**config.mk**
```make
export PLATFORM = sky130hd
export DESIGN_NAME = box_side_collision_accumulator_core
export DESIGN_NICKNAME = d
export VERILOG_FILES = /design/src/bsca_pkg.sv /design/src/bsca_front.sv /design/src/bsca_queue.sv /design/src/bsca_back.sv /design/src/box_side_collision_accumulator_core.sv
export VERILOG_INCLUDE_DIRS = /design/src /design/src/src
export SDC_FILE = /design/constraint.sdc
export NUM_CORES = 1
export LEC_CHECK = 0
export BUFFER_PORTS_ARGS = -buffer_cell sky130_fd_sc_hd__buf_2
export CAP_MARGIN = 0
export CORE_MARGIN = 2
export CORE_UTILIZATION = 30
export CTS_BUF_LIST = sky130_fd_sc_hd__clkbuf_16
export DETAILED_ROUTE_END_ITERATION = 8
export PLACE_DENSITY_LB_ADDON = 0.12
export SYNTH_ARGS = -nofsm -noshare
export SYNTH_HDL_FRONTEND = slang
export SYNTH_SLANG_ARGS = --single-unit
export TNS_END_PERCENT = 10
```
**constraint.sdc**
```tcl
create_clock -name clk -period 12.2 [get_ports clk]
set_input_delay 0 -clock clk [delete_from_list [all_inputs] [get_ports clk]]
set_output_delay 0 -clock clk [all_outputs]
set_load 0.05 [all_outputs]
```
**src/box_side_collision_accumulator_core_defines.svh**
```systemverilog
// Assertion macros for the box side collision accumulator.
// Used by the top level only; clk and rst_n must be in scope where expanded.
`ifndef BOX_SIDE_COLLISION_ACCUMULATOR_CORE_DEFINES_SVH
`define BOX_SIDE_COLLISION_ACCUMULATOR_CORE_DEFINES_SVH

`ifndef SYNTH
// same-cycle implication
`define BSCA_ASSERT_NOW(label, ante, cons) \
  label: assert property (@(posedge clk) disable iff (!rst_n) (ante) |-> (cons)) \
    else $error("assertion failed: same-cycle implication");
// next-cycle implication
`define BSCA_ASSERT_NEXT(label, ante, cons) \
  label: assert property (@(posedge clk) disable iff (!rst_n) (ante) |=> (cons)) \
    else $error("assertion failed: next-cycle implication");
`else
`define BSCA_ASSERT_NOW(label, ante, cons)
`define BSCA_ASSERT_NEXT(label, ante, cons)
`endif

`endif

```
**src/bsca_pkg.sv**
```systemverilog
// Shared types and constants for the box side collision accumulator.
// No dependencies; imported by every module of the block.
package bsca_pkg;

  localparam int COORD_BITS_DEF  = 16;
  localparam int COUNT_LIMIT_DEF = 4096;
  localparam int QUEUE_DEPTH_DEF = 4;

  localparam int DIM_W   = 15;  // box width / height
  localparam int DEPTH_W = 16;  // overlap depth

  // side index order in flag vector and accumulators
  localparam int SIDE_R = 0;
  localparam int SIDE_L = 1;
  localparam int SIDE_D = 2;
  localparam int SIDE_U = 3;
  localparam int NUM_SIDES = 4;

  // classified word handed from front to back
  typedef struct packed {
    logic               h_hit;
    logic               h_is_left;
    logic [DEPTH_W-1:0] h_depth;
    logic               v_hit;
    logic               v_is_up;
    logic [DEPTH_W-1:0] v_depth;
    logic               tile;
    logic               last;
  } rec_t;

  typedef struct packed {
    logic full;
    logic empty;
  } queue_stat_t;

endpackage

```
**src/bsca_front.sv**
```systemverilog
// Front end: input register with edge sums, then side classification.
// Depends on bsca_pkg.
module bsca_front import bsca_pkg::*; #(
  parameter int COORD_BITS = COORD_BITS_DEF
) (
  input  logic                         clk,
  input  logic                         rst_n,
  input  logic                         in_valid,
  output logic                         in_ready,
  input  logic signed [COORD_BITS-1:0] in_query_x,
  input  logic signed [COORD_BITS-1:0] in_query_y,
  input  logic        [DIM_W-1:0]      in_query_w,
  input  logic        [DIM_W-1:0]      in_query_h,
  input  logic signed [COORD_BITS-1:0] in_other_x,
  input  logic signed [COORD_BITS-1:0] in_other_y,
  input  logic        [DIM_W-1:0]      in_other_w,
  input  logic        [DIM_W-1:0]      in_other_h,
  input  logic                         in_is_self,
  input  logic                         in_is_tile,
  input  logic                         in_last_object,
  output logic                         push_valid,
  input  logic                         push_ready,
  output rec_t                         push_data
);

  localparam int SUM_BITS = ((COORD_BITS > DIM_W + 1) ? COORD_BITS : DIM_W + 1) + 1;

  typedef logic signed [SUM_BITS-1:0] sum_t;

  logic valid_r, valid_nxt;
  sum_t qx_r, qy_r, qr_r, qb_r, ox_r, oy_r, or_r, ob_r;
  logic skip_r, tile_r, last_r;

  sum_t qx, qy, ox, oy, qw, qh, ow, oh;
  logic accept;

  assign qx = {{(SUM_BITS-COORD_BITS){in_query_x[COORD_BITS-1]}}, in_query_x};
  assign qy = {{(SUM_BITS-COORD_BITS){in_query_y[COORD_BITS-1]}}, in_query_y};
  assign ox = {{(SUM_BITS-COORD_BITS){in_other_x[COORD_BITS-1]}}, in_other_x};
  assign oy = {{(SUM_BITS-COORD_BITS){in_other_y[COORD_BITS-1]}}, in_other_y};
  assign qw = {{(SUM_BITS-DIM_W){1'b0}}, in_query_w};
  assign qh = {{(SUM_BITS-DIM_W){1'b0}}, in_query_h};
  assign ow = {{(SUM_BITS-DIM_W){1'b0}}, in_other_w};
  assign oh = {{(SUM_BITS-DIM_W){1'b0}}, in_other_h};

  assign in_ready = !valid_r || push_ready;
  assign accept   = in_valid && in_ready;

  always_comb begin
    valid_nxt = valid_r;
    if (accept) begin
      valid_nxt = 1'b1;
    end else if (push_ready) begin
      valid_nxt = 1'b0;
    end
  end

  always_ff @(posedge clk) begin
    if (!rst_n) begin
      valid_r <= 1'b0;
    end else begin
      valid_r <= valid_nxt;
    end
  end

  // stage 1: edges and skip decision
  always_ff @(posedge clk) begin
    if (accept) begin
      qx_r   <= qx;
      qy_r   <= qy;
      qr_r   <= qx + qw;
      qb_r   <= qy + qh;
      ox_r   <= ox;
      oy_r   <= oy;
      or_r   <= ox + ow;
      ob_r   <= oy + oh;
      skip_r <= in_is_self || (in_other_w == '0 && in_other_h == '0);
      tile_r <= in_is_tile;
      last_r <= in_last_object;
    end
  end

  // stage 2 (comb): overlap tests; a depth is always below the query extent,
  // so the low 16 bits of the difference are exact
  logic x_over, y_over, r_hit, l_hit, d_hit, u_hit;
  sum_t r_dep, l_dep, d_dep, u_dep;

  always_comb begin
    y_over = (qy_r < ob_r) && (qb_r > oy_r);
    x_over = (qx_r < or_r) && (qr_r > ox_r);
    r_hit  = !skip_r && (qr_r > ox_r) && (qx_r < ox_r) && y_over;
    l_hit  = !skip_r && !r_hit && (qx_r < or_r) && (qr_r > or_r) && y_over;
    d_hit  = !skip_r && (qb_r > oy_r) && (qy_r < oy_r) && x_over;
    u_hit  = !skip_r && !d_hit && (qy_r < ob_r) && (qb_r > ob_r) && x_over;
    r_dep  = qr_r - ox_r;
    l_dep  = or_r - qx_r;
    d_dep  = qb_r - oy_r;
    u_dep  = ob_r - qy_r;

    push_data.h_hit     = r_hit || l_hit;
    push_data.h_is_left = l_hit;
    push_data.h_depth   = l_hit ? l_dep[DEPTH_W-1:0] : r_dep[DEPTH_W-1:0];
    push_data.v_hit     = d_hit || u_hit;
    push_data.v_is_up   = u_hit;
    push_data.v_depth   = u_hit ? u_dep[DEPTH_W-1:0] : d_dep[DEPTH_W-1:0];
    push_data.tile      = tile_r;
    push_data.last      = last_r;
  end

  assign push_valid = valid_r;

endmodule

```
**src/bsca_queue.sv**
```systemverilog
// Small FIFO of classified words between front and back.
// Depends on bsca_pkg.
module bsca_queue import bsca_pkg::*; #(
  parameter int DEPTH = QUEUE_DEPTH_DEF
) (
  input  logic        clk,
  input  logic        rst_n,
  input  logic        push_valid,
  output logic        push_ready,
  input  rec_t        push_data,
  output logic        pop_valid,
  input  logic        pop_ready,
  output rec_t        pop_data,
  output queue_stat_t stat
);

  localparam int PTR_W = (DEPTH > 1) ? $clog2(DEPTH) : 1;
  localparam int CNT_W = $clog2(DEPTH + 1);

  rec_t             mem_r [DEPTH];
  logic [PTR_W-1:0] wr_ptr_r, wr_ptr_nxt, rd_ptr_r, rd_ptr_nxt;
  logic [CNT_W-1:0] cnt_r, cnt_nxt;
  logic             push, pop;

  assign stat.full  = (cnt_r == CNT_W'(DEPTH));
  assign stat.empty = (cnt_r == '0);
  assign push_ready = !stat.full;
  assign pop_valid  = !stat.empty;
  assign pop_data   = mem_r[rd_ptr_r];
  assign push       = push_valid && push_ready;
  assign pop        = pop_valid && pop_ready;

  always_comb begin
    wr_ptr_nxt = wr_ptr_r;
    rd_ptr_nxt = rd_ptr_r;
    cnt_nxt    = cnt_r;
    if (push) begin
      wr_ptr_nxt = (wr_ptr_r == PTR_W'(DEPTH - 1)) ? '0 : wr_ptr_r + 1'b1;
    end
    if (pop) begin
      rd_ptr_nxt = (rd_ptr_r == PTR_W'(DEPTH - 1)) ? '0 : rd_ptr_r + 1'b1;
    end
    case ({push, pop})
      2'b10:   cnt_nxt = cnt_r + 1'b1;
      2'b01:   cnt_nxt = cnt_r - 1'b1;
      default: cnt_nxt = cnt_r;
    endcase
  end

  always_ff @(posedge clk) begin
    if (!rst_n) begin
      wr_ptr_r <= '0;
      rd_ptr_r <= '0;
      cnt_r    <= '0;
    end else begin
      wr_ptr_r <= wr_ptr_nxt;
      rd_ptr_r <= rd_ptr_nxt;
      cnt_r    <= cnt_nxt;
    end
  end

  always_ff @(posedge clk) begin
    if (push) begin
      mem_r[wr_ptr_r] <= push_data;
    end
  end

endmodule

```
**src/bsca_back.sv**
```systemverilog
// Back end: per-side accumulators, running max count and result register.
// Depends on bsca_pkg.
module bsca_back import bsca_pkg::*; #(
  parameter int COUNT_LIMIT = COUNT_LIMIT_DEF,
  parameter int CNT_BITS    = $clog2(COUNT_LIMIT + 1)
) (
  input  logic                clk,
  input  logic                rst_n,
  input  logic                pop_valid,
  output logic                pop_ready,
  input  rec_t                pop_data,
  output logic                out_valid,
  input  logic                out_ready,
  output logic                out_hit_right,
  output logic                out_hit_left,
  output logic                out_hit_down,
  output logic                out_hit_up,
  output logic [DEPTH_W-1:0]  out_depth_right,
  output logic [DEPTH_W-1:0]  out_depth_left,
  output logic [DEPTH_W-1:0]  out_depth_down,
  output logic [DEPTH_W-1:0]  out_depth_up,
  output logic [CNT_BITS-1:0] out_max_side_count
);

  typedef logic [CNT_BITS-1:0] cnt_t;
  typedef logic [DEPTH_W-1:0]  dep_t;

  logic [NUM_SIDES-1:0] flags_r, flags_nxt, flags_upd;
  dep_t                 dep_r [NUM_SIDES];
  dep_t                 dep_nxt [NUM_SIDES];
  dep_t                 dep_upd [NUM_SIDES];
  cnt_t                 cnt_r [NUM_SIDES];
  cnt_t                 cnt_nxt [NUM_SIDES];
  cnt_t                 cnt_upd [NUM_SIDES];
  cnt_t                 rmax_r, rmax_nxt, rmax_upd, rmax_h;
  logic                 out_valid_r, out_valid_nxt;
  logic [NUM_SIDES-1:0] out_flags_r;
  dep_t                 out_dep_r [NUM_SIDES];
  cnt_t                 out_max_r;

  cnt_t h_cnt, v_cnt, h_inc, v_inc;
  dep_t h_dep, v_dep;
  logic pop, emit;

  function automatic cnt_t sat_inc(cnt_t c);
    return (c < cnt_t'(COUNT_LIMIT)) ? c + 1'b1 : c;
  endfunction

  // a last word waits only while an earlier result is still unread
  assign pop_ready = !pop_data.last || !out_valid_r || out_ready;
  assign pop       = pop_valid && pop_ready;
  assign emit      = pop && pop_data.last;

  always_comb begin
    h_cnt = pop_data.h_is_left ? cnt_r[SIDE_L] : cnt_r[SIDE_R];
    v_cnt = pop_data.v_is_up   ? cnt_r[SIDE_U] : cnt_r[SIDE_D];
    h_dep = pop_data.h_is_left ? dep_r[SIDE_L] : dep_r[SIDE_R];
    v_dep = pop_data.v_is_up   ? dep_r[SIDE_U] : dep_r[SIDE_D];
    h_inc = sat_inc(h_cnt);
    v_inc = sat_inc(v_cnt);

    flags_upd = flags_r;
    cnt_upd   = cnt_r;
    dep_upd   = dep_r;
    if (pop_data.h_hit) begin
      if (pop_data.h_is_left) begin
        flags_upd[SIDE_L] = 1'b1;
        cnt_upd[SIDE_L]   = h_inc;
        if (pop_data.h_depth > h_dep) dep_upd[SIDE_L] = pop_data.h_depth;
      end else begin
        flags_upd[SIDE_R] = 1'b1;
        cnt_upd[SIDE_R]   = h_inc;
        if (pop_data.h_depth > h_dep) dep_upd[SIDE_R] = pop_data.h_depth;
      end
    end
    if (pop_data.v_hit) begin
      if (pop_data.v_is_up) begin
        flags_upd[SIDE_U] = 1'b1;
        cnt_upd[SIDE_U]   = v_inc;
        if (pop_data.v_depth > v_dep) dep_upd[SIDE_U] = pop_data.v_depth;
      end else begin
        flags_upd[SIDE_D] = 1'b1;
        cnt_upd[SIDE_D]   = v_inc;
        if (pop_data.v_depth > v_dep) dep_upd[SIDE_D] = pop_data.v_depth;
      end
    end

    // horizontal hit updates the max first, then vertical
    rmax_h   = (pop_data.h_hit && !pop_data.tile && h_inc > rmax_r) ? h_inc : rmax_r;
    rmax_upd = (pop_data.v_hit && !pop_data.tile && v_inc > rmax_h) ? v_inc : rmax_h;

    flags_nxt = flags_r;
    cnt_nxt   = cnt_r;
    dep_nxt   = dep_r;
    rmax_nxt  = rmax_r;
    if (pop) begin
      if (pop_data.last) begin
        flags_nxt = '0;
        rmax_nxt  = '0;
        for (int i = 0; i < NUM_SIDES; i++) begin
          cnt_nxt[i] = '0;
          dep_nxt[i] = '0;
        end
      end else begin
        flags_nxt = flags_upd;
        cnt_nxt   = cnt_upd;
        dep_nxt   = dep_upd;
        rmax_nxt  = rmax_upd;
      end
    end

    out_valid_nxt = out_valid_r;
    if (emit) begin
      out_valid_nxt = 1'b1;
    end else if (out_ready) begin
      out_valid_nxt = 1'b0;
    end
  end

  always_ff @(posedge clk) begin
    if (!rst_n) begin
      flags_r     <= '0;
      rmax_r      <= '0;
      out_valid_r <= 1'b0;
      for (int i = 0; i < NUM_SIDES; i++) begin
        cnt_r[i] <= '0;
        dep_r[i] <= '0;
      end
    end else begin
      flags_r     <= flags_nxt;
      rmax_r      <= rmax_nxt;
      out_valid_r <= out_valid_nxt;
      cnt_r       <= cnt_nxt;
      dep_r       <= dep_nxt;
    end
  end

  // result word
  always_ff @(posedge clk) begin
    if (emit) begin
      out_flags_r <= flags_upd;
      out_dep_r   <= dep_upd;
      out_max_r   <= rmax_upd;
    end
  end

  assign out_valid          = out_valid_r;
  assign out_hit_right      = out_flags_r[SIDE_R];
  assign out_hit_left       = out_flags_r[SIDE_L];
  assign out_hit_down       = out_flags_r[SIDE_D];
  assign out_hit_up         = out_flags_r[SIDE_U];
  assign out_depth_right    = out_dep_r[SIDE_R];
  assign out_depth_left     = out_dep_r[SIDE_L];
  assign out_depth_down     = out_dep_r[SIDE_D];
  assign out_depth_up       = out_dep_r[SIDE_U];
  assign out_max_side_count = out_max_r;

endmodule

```
**src/box_side_collision_accumulator_core.sv**
```systemverilog
// Top level of the box side collision accumulator.
// Depends on bsca_pkg, bsca_front, bsca_queue, bsca_back and the defines header.
//
//   channel | handshake            | word
//   --------+----------------------+-------------------------------------------
//   in_     | in_valid / in_ready  | query box, scene box, self/tile/last flags
//   out_    | out_valid / out_ready| side hit flags, side depths, max count
//
// Rate: one word per clock sustained while the queue is not full. The last word
//   goes from front register via queue write to result register, then out_valid rises.
// Reset: synchronous, active low; clears queue, accumulators and valids. No sweep.
// Stalls: the queue lets the front keep taking words while the back waits on an
//   unread result; only a last word blocks behind a pending result.

`include "box_side_collision_accumulator_core_defines.svh"

module box_side_collision_accumulator_core import bsca_pkg::*; #(
  parameter int COORD_BITS  = COORD_BITS_DEF,
  parameter int COUNT_LIMIT = COUNT_LIMIT_DEF,
  parameter int QUEUE_DEPTH = QUEUE_DEPTH_DEF,
  parameter int CNT_BITS    = $clog2(COUNT_LIMIT + 1)
) (
  input  logic                         clk,
  input  logic                         rst_n,
  input  logic                         in_valid,
  output logic                         in_ready,
  input  logic signed [COORD_BITS-1:0] in_query_x,
  input  logic signed [COORD_BITS-1:0] in_query_y,
  input  logic        [DIM_W-1:0]      in_query_w,
  input  logic        [DIM_W-1:0]      in_query_h,
  input  logic signed [COORD_BITS-1:0] in_other_x,
  input  logic signed [COORD_BITS-1:0] in_other_y,
  input  logic        [DIM_W-1:0]      in_other_w,
  input  logic        [DIM_W-1:0]      in_other_h,
  input  logic                         in_is_self,
  input  logic                         in_is_tile,
  input  logic                         in_last_object,
  output logic                         out_valid,
  input  logic                         out_ready,
  output logic                         out_hit_right,
  output logic                         out_hit_left,
  output logic                         out_hit_down,
  output logic                         out_hit_up,
  output logic [DEPTH_W-1:0]           out_depth_right,
  output logic [DEPTH_W-1:0]           out_depth_left,
  output logic [DEPTH_W-1:0]           out_depth_down,
  output logic [DEPTH_W-1:0]           out_depth_up,
  output logic [CNT_BITS-1:0]          out_max_side_count
);

  logic        push_valid, push_ready, pop_valid, pop_ready;
  rec_t        push_data, pop_data;
  queue_stat_t q_stat;

  // front: register edges, classify each word into at most one horizontal
  // and one vertical side hit
  bsca_front #(
    .COORD_BITS (COORD_BITS)
  ) u_front (
    .clk            (clk),
    .rst_n          (rst_n),
    .in_valid       (in_valid),
    .in_ready       (in_ready),
    .in_query_x     (in_query_x),
    .in_query_y     (in_query_y),
    .in_query_w     (in_query_w),
    .in_query_h     (in_query_h),
    .in_other_x     (in_other_x),
    .in_other_y     (in_other_y),
    .in_other_w     (in_other_w),
    .in_other_h     (in_other_h),
    .in_is_self     (in_is_self),
    .in_is_tile     (in_is_tile),
    .in_last_object (in_last_object),
    .push_valid     (push_valid),
    .push_ready     (push_ready),
    .push_data      (push_data)
  );

  bsca_queue #(
    .DEPTH (QUEUE_DEPTH)
  ) u_queue (
    .clk        (clk),
    .rst_n      (rst_n),
    .push_valid (push_valid),
    .push_ready (push_ready),
    .push_data  (push_data),
    .pop_valid  (pop_valid),
    .pop_ready  (pop_ready),
    .pop_data   (pop_data),
    .stat       (q_stat)
  );

  // back: accumulate per side, emit and clear on a last word
  bsca_back #(
    .COUNT_LIMIT (COUNT_LIMIT),
    .CNT_BITS    (CNT_BITS)
  ) u_back (
    .clk                (clk),
    .rst_n              (rst_n),
    .pop_valid          (pop_valid),
    .pop_ready          (pop_ready),
    .pop_data           (pop_data),
    .out_valid          (out_valid),
    .out_ready          (out_ready),
    .out_hit_right      (out_hit_right),
    .out_hit_left       (out_hit_left),
    .out_hit_down       (out_hit_down),
    .out_hit_up         (out_hit_up),
    .out_depth_right    (out_depth_right),
    .out_depth_left     (out_depth_left),
    .out_depth_down     (out_depth_down),
    .out_depth_up       (out_depth_up),
    .out_max_side_count (out_max_side_count)
  );

  // queue never reports full and empty together
  `BSCA_ASSERT_NOW(a_queue_stat, 1'b1, !(q_stat.full && q_stat.empty))
  // input backpressure only comes from a full queue behind a loaded front stage
  `BSCA_ASSERT_NOW(a_in_stall, !in_ready, push_valid && !push_ready && q_stat.full)
  // back stalls only on a last word while a result is unread
  `BSCA_ASSERT_NOW(a_back_stall, pop_valid && !pop_ready, pop_data.last && out_valid && !out_ready)
  // a popped last word always produces a result
  `BSCA_ASSERT_NEXT(a_emit, pop_valid && pop_ready && pop_data.last, out_valid)

endmodule
```
==> results by group <==
Critical path
  – Slowest CP cell: a31oi_2
  – Type of element launching the critical path: register
  – Slowest stage delay, CP: 0.89 ns
  – Delay-heaviest family, CP: compound AO/OA/AOI/OAI gates
  – Setup CP Type: reg2reg
  – Crit Path Max Fanout: 45
  – Buf+Inv Stages, Crit Path: 1
  – Critical Path, Cell by Cell: mux4_2 -> buf_4 -> mux2_2 -> ha_1 -> o21a_2 -> nand4_1 -> xor2_1 -> mux2i_1 -> ha_1 -> nand4_1 -> nor2_1 -> a31oi_1 -> nand2_1 -> a31oi_2 -> mux2i_1 -> ha_1 -> nor2b_1 -> o21a_1 -> o211ai_1 -> a311o_1 -> a31oi_2 -> mux2_2 -> a22o_1
  – Critical path arrival: 7.89 ns
  – CP Data Required Time: 12.72 ns
  – Crit-path most repeated cell: ha_1
  – Critical Path End Type: register

STA
  – Clk_skew: 0.0349 ns
  – RSZ-0062 raised after global routing: false
  – Max Slew Vio Count: 0
  – Final hold viol count: 0
  – Final Setup Violations: 0
  – Post-layout minimum cycle time: 7.37 ns
  – Final WS setup: 4.83 ns
  – Worst slew margin: 16.2%
  – Fmax: 0.136 GHz
  – Measured slew at the worst slew-check pin: 1.25 ns
  – Share of the clock period used by the worst path: 60.4%
  – Setup tns final: 0 ns

Clocking
  – Root Buffer: clkbuf_16
  – CTS Hold Buffers Added: 147
  – Post-CTS Setup Bufs: 0
  – Worst-Skew Late Latency: 0.64 ns
  – Num Clock Sinks: 512
  – Post-CTS resize count: 0
  – H-Tree Depth: 2
  – Clock Tree Buf Depth: 3
  – Clk slew on worst S/H paths: 0.06 ns
  – CTS Buf Count: 59
  – TritonCTS clock tree: done

Place
  – Port Buf Inserts: 213
  – HPWL Detailed: 58.9 mm
  – Gpl congestion: 0.832
  – Post-Place Cells: 3977
  – Pre-CTS setup slack: 4.78 ns

Synthesis
  – Syn_area_per_cell: 11.6 µm²
  – Async S/R FF share, synth: 0%
  – #FFs+latches synth: 512
  – Ys Warns: 0
  – Synth unique cells: 80
  – Mapped Nets: 2964
  – Post-synth top flop: edfxtp_1
  – Yosys top cell area share: 37.6%
  – Ranking of synthesized cells by area: edfxtp_1 (38%), ha_1 (12%), dfxtp_1 (9.8%)
  – Sequential-to-total area share from yosys stat: 47.4%
  – Synth top cells by count: edfxtp_1 (368), ha_1 (288), inv_1 (200)
  – Number of synthesized flops with an enable pin: 368
  – Synth Instances: 2536
  – Synthesized area: 29400 µm²
  – Most frequent cell after synthesis: edfxtp_1
  – Cell taking the most area after synthesis: edfxtp_1

Routing
  – Via count: 21000
  – Initial DRC Count: 1065
  – Vias per inst: 4.95
  – Detailed-route wire length per cell: 18.6 µm
  – DR pass1 iterations: 5
  – Antenna viol nets, final: 0
  – Post-Route WL: 78.8 mm
  – Drc violations: 0

Global routing
  – Largest net degree at the start of global routing: 83
  – Initial antenna violation count: 3
  – Overall Global Routing Usage: 15.5%
  – First-pass GRT wire length: 121 mm
  – GR Overflow Total: 0
  – Vias in the first global route: 21700

Floorplan
  – Die W: 317 µm
  – Die area: 100000 µm²
  – I/O pin count: 214
  – Core area: 96900 µm²
  – Row count: 114
  – Initial Util: 30.3%
  – Die Ht: 317 µm

Status
  – Outcome: complete, no violations

Layout
  – Non-Filler Instances: 4235
  – Final core utilization: 36.4%
  – Area delta synth->final: 20.0%
  – Total Nets Final: 3337
  – Diode count: 0
  – Share of cells above drive strength 1: 15.8%

Power
  – Max IR drop VDD: 0.000115 V
  – Leak: 14.1 nW
  – Power Dens Cells: 186 nW/µm²

Hold path
  – HP Class: in2reg

Flow run
  – Max Cap Viol: 0
-- cell families (layout without fill, tap and decap cells) --
logic type	after synthesis	in the layout	synth area share (%)
fa+ha+maj	297	297	12.9
buf+inv	262	685	3.53
compound gates	568	568	13.5
xor+xnor	110	110	3.30
flops	512	512	47.4
mux	214	214	9.35
simple gates	573	573	10.0
-- placed cells by master (no fill, tap or decap), types with 86 or more instances in the layout --
cell	synthesis	routed
edfxtp_1	368	368
ha_1	288	288
buf_2	20	213
inv_1	200	212
dlygate4sd3_1	0	147
dfxtp_1	144	142
nor2_1	135	135
nand2_1	116	116
a21oi_1	102	102
nor2b_1	93	93
mux2i_1	90	90
o21ai_0	90	86
-- sequential cells by signal (all words and copies together), names as in the netlist, 2 cells and up, named ones only --
signal                     count
u_front.ob_r                  17
u_queue.wr_ptr_r               2
u_back.rmax_r                 13
u_queue.rd_ptr_r               2
u_back.out_flags_r             4
u_front.ox_r                  16
u_back.out_depth_left         16
u_front.qy_r                  16
u_back.dep_r                  64
u_back.out_depth_down         16
u_queue.mem_r                152
u_queue.cnt_r                  3
u_front.qb_r                  17
u_back.cnt_r                  52
u_back.out_max_side_count     13
u_back.out_depth_up           16
u_front.qx_r                  16
u_front.or_r                  17
u_front.qr_r                  17
u_front.oy_r                  16
u_back.out_depth_right        16
u_back.flags_r                 4
-- power breakdown --
part | switching [W] | internal [W] | leakage [nW]
logic | 0.00161 | 0.000867 | 8.49
registers | 0.000107 | 0.00222 | 4.64
clock network | 0.000731 | 0.00100 | 0.965
total | 0.00245 | 0.00409 | 14.1
-- metrics by stage --
step                      cell area [µm²]  total power (W)  hold slack, ns
final                               35300          0.00654          0.0415
after global routing                35300          0.00693          0.0348
after CTS                           35300          0.00665        0.000356
after detailed placement            31900          0.00483           0.199
after global placement              31900          0.00480           0.195
after floorplan                     29400          0.00413          0.0989
-- worst paths after layout --
path / start / end / slack (ns) / cells after the start
min: in_other_w[13] / u_front.or_r[15] / 0.04 / 4
max reg2reg: register / u_back.rmax_r[11] / 4.83 / 23
max: register / u_back.rmax_r[11] / 4.83 / 23
min reg2reg: u_back.flags_r[2] / u_back.flags_r[2] / 0.47 / 2
-- worst register-to-register path, delay by kind of cell (launching register included) --
kind            cells  cell delay, ns
buf+inv             1            0.34
compound gates      8            2.87
flops               1            0.39
fa+ha+maj           3            0.95
mux                 5            1.99
xor+xnor            1            0.16
simple gates        5            0.57
-- layer usage --
layer / GRT usage [%] / part of all wire [%]
met1: 20.7 / 47
met5: 0 / 0
met4: 5.41 / 3.3
met2: 25.9 / 46
met3: 1.92 / 3.5
-- area by class of cell --
class	count	area [µm²]
Clock inverter	50	367
Fill cell	9422	61600
Sequential cell	512	13900
Timing Repair Buffer	374	2640
Tap cell	1276	1600
Inverter	200	751
Clock buffer	61	1530
Multi-Input combinational cell	1762	14400
No activity file was read; power rests on OpenSTA's default activity.
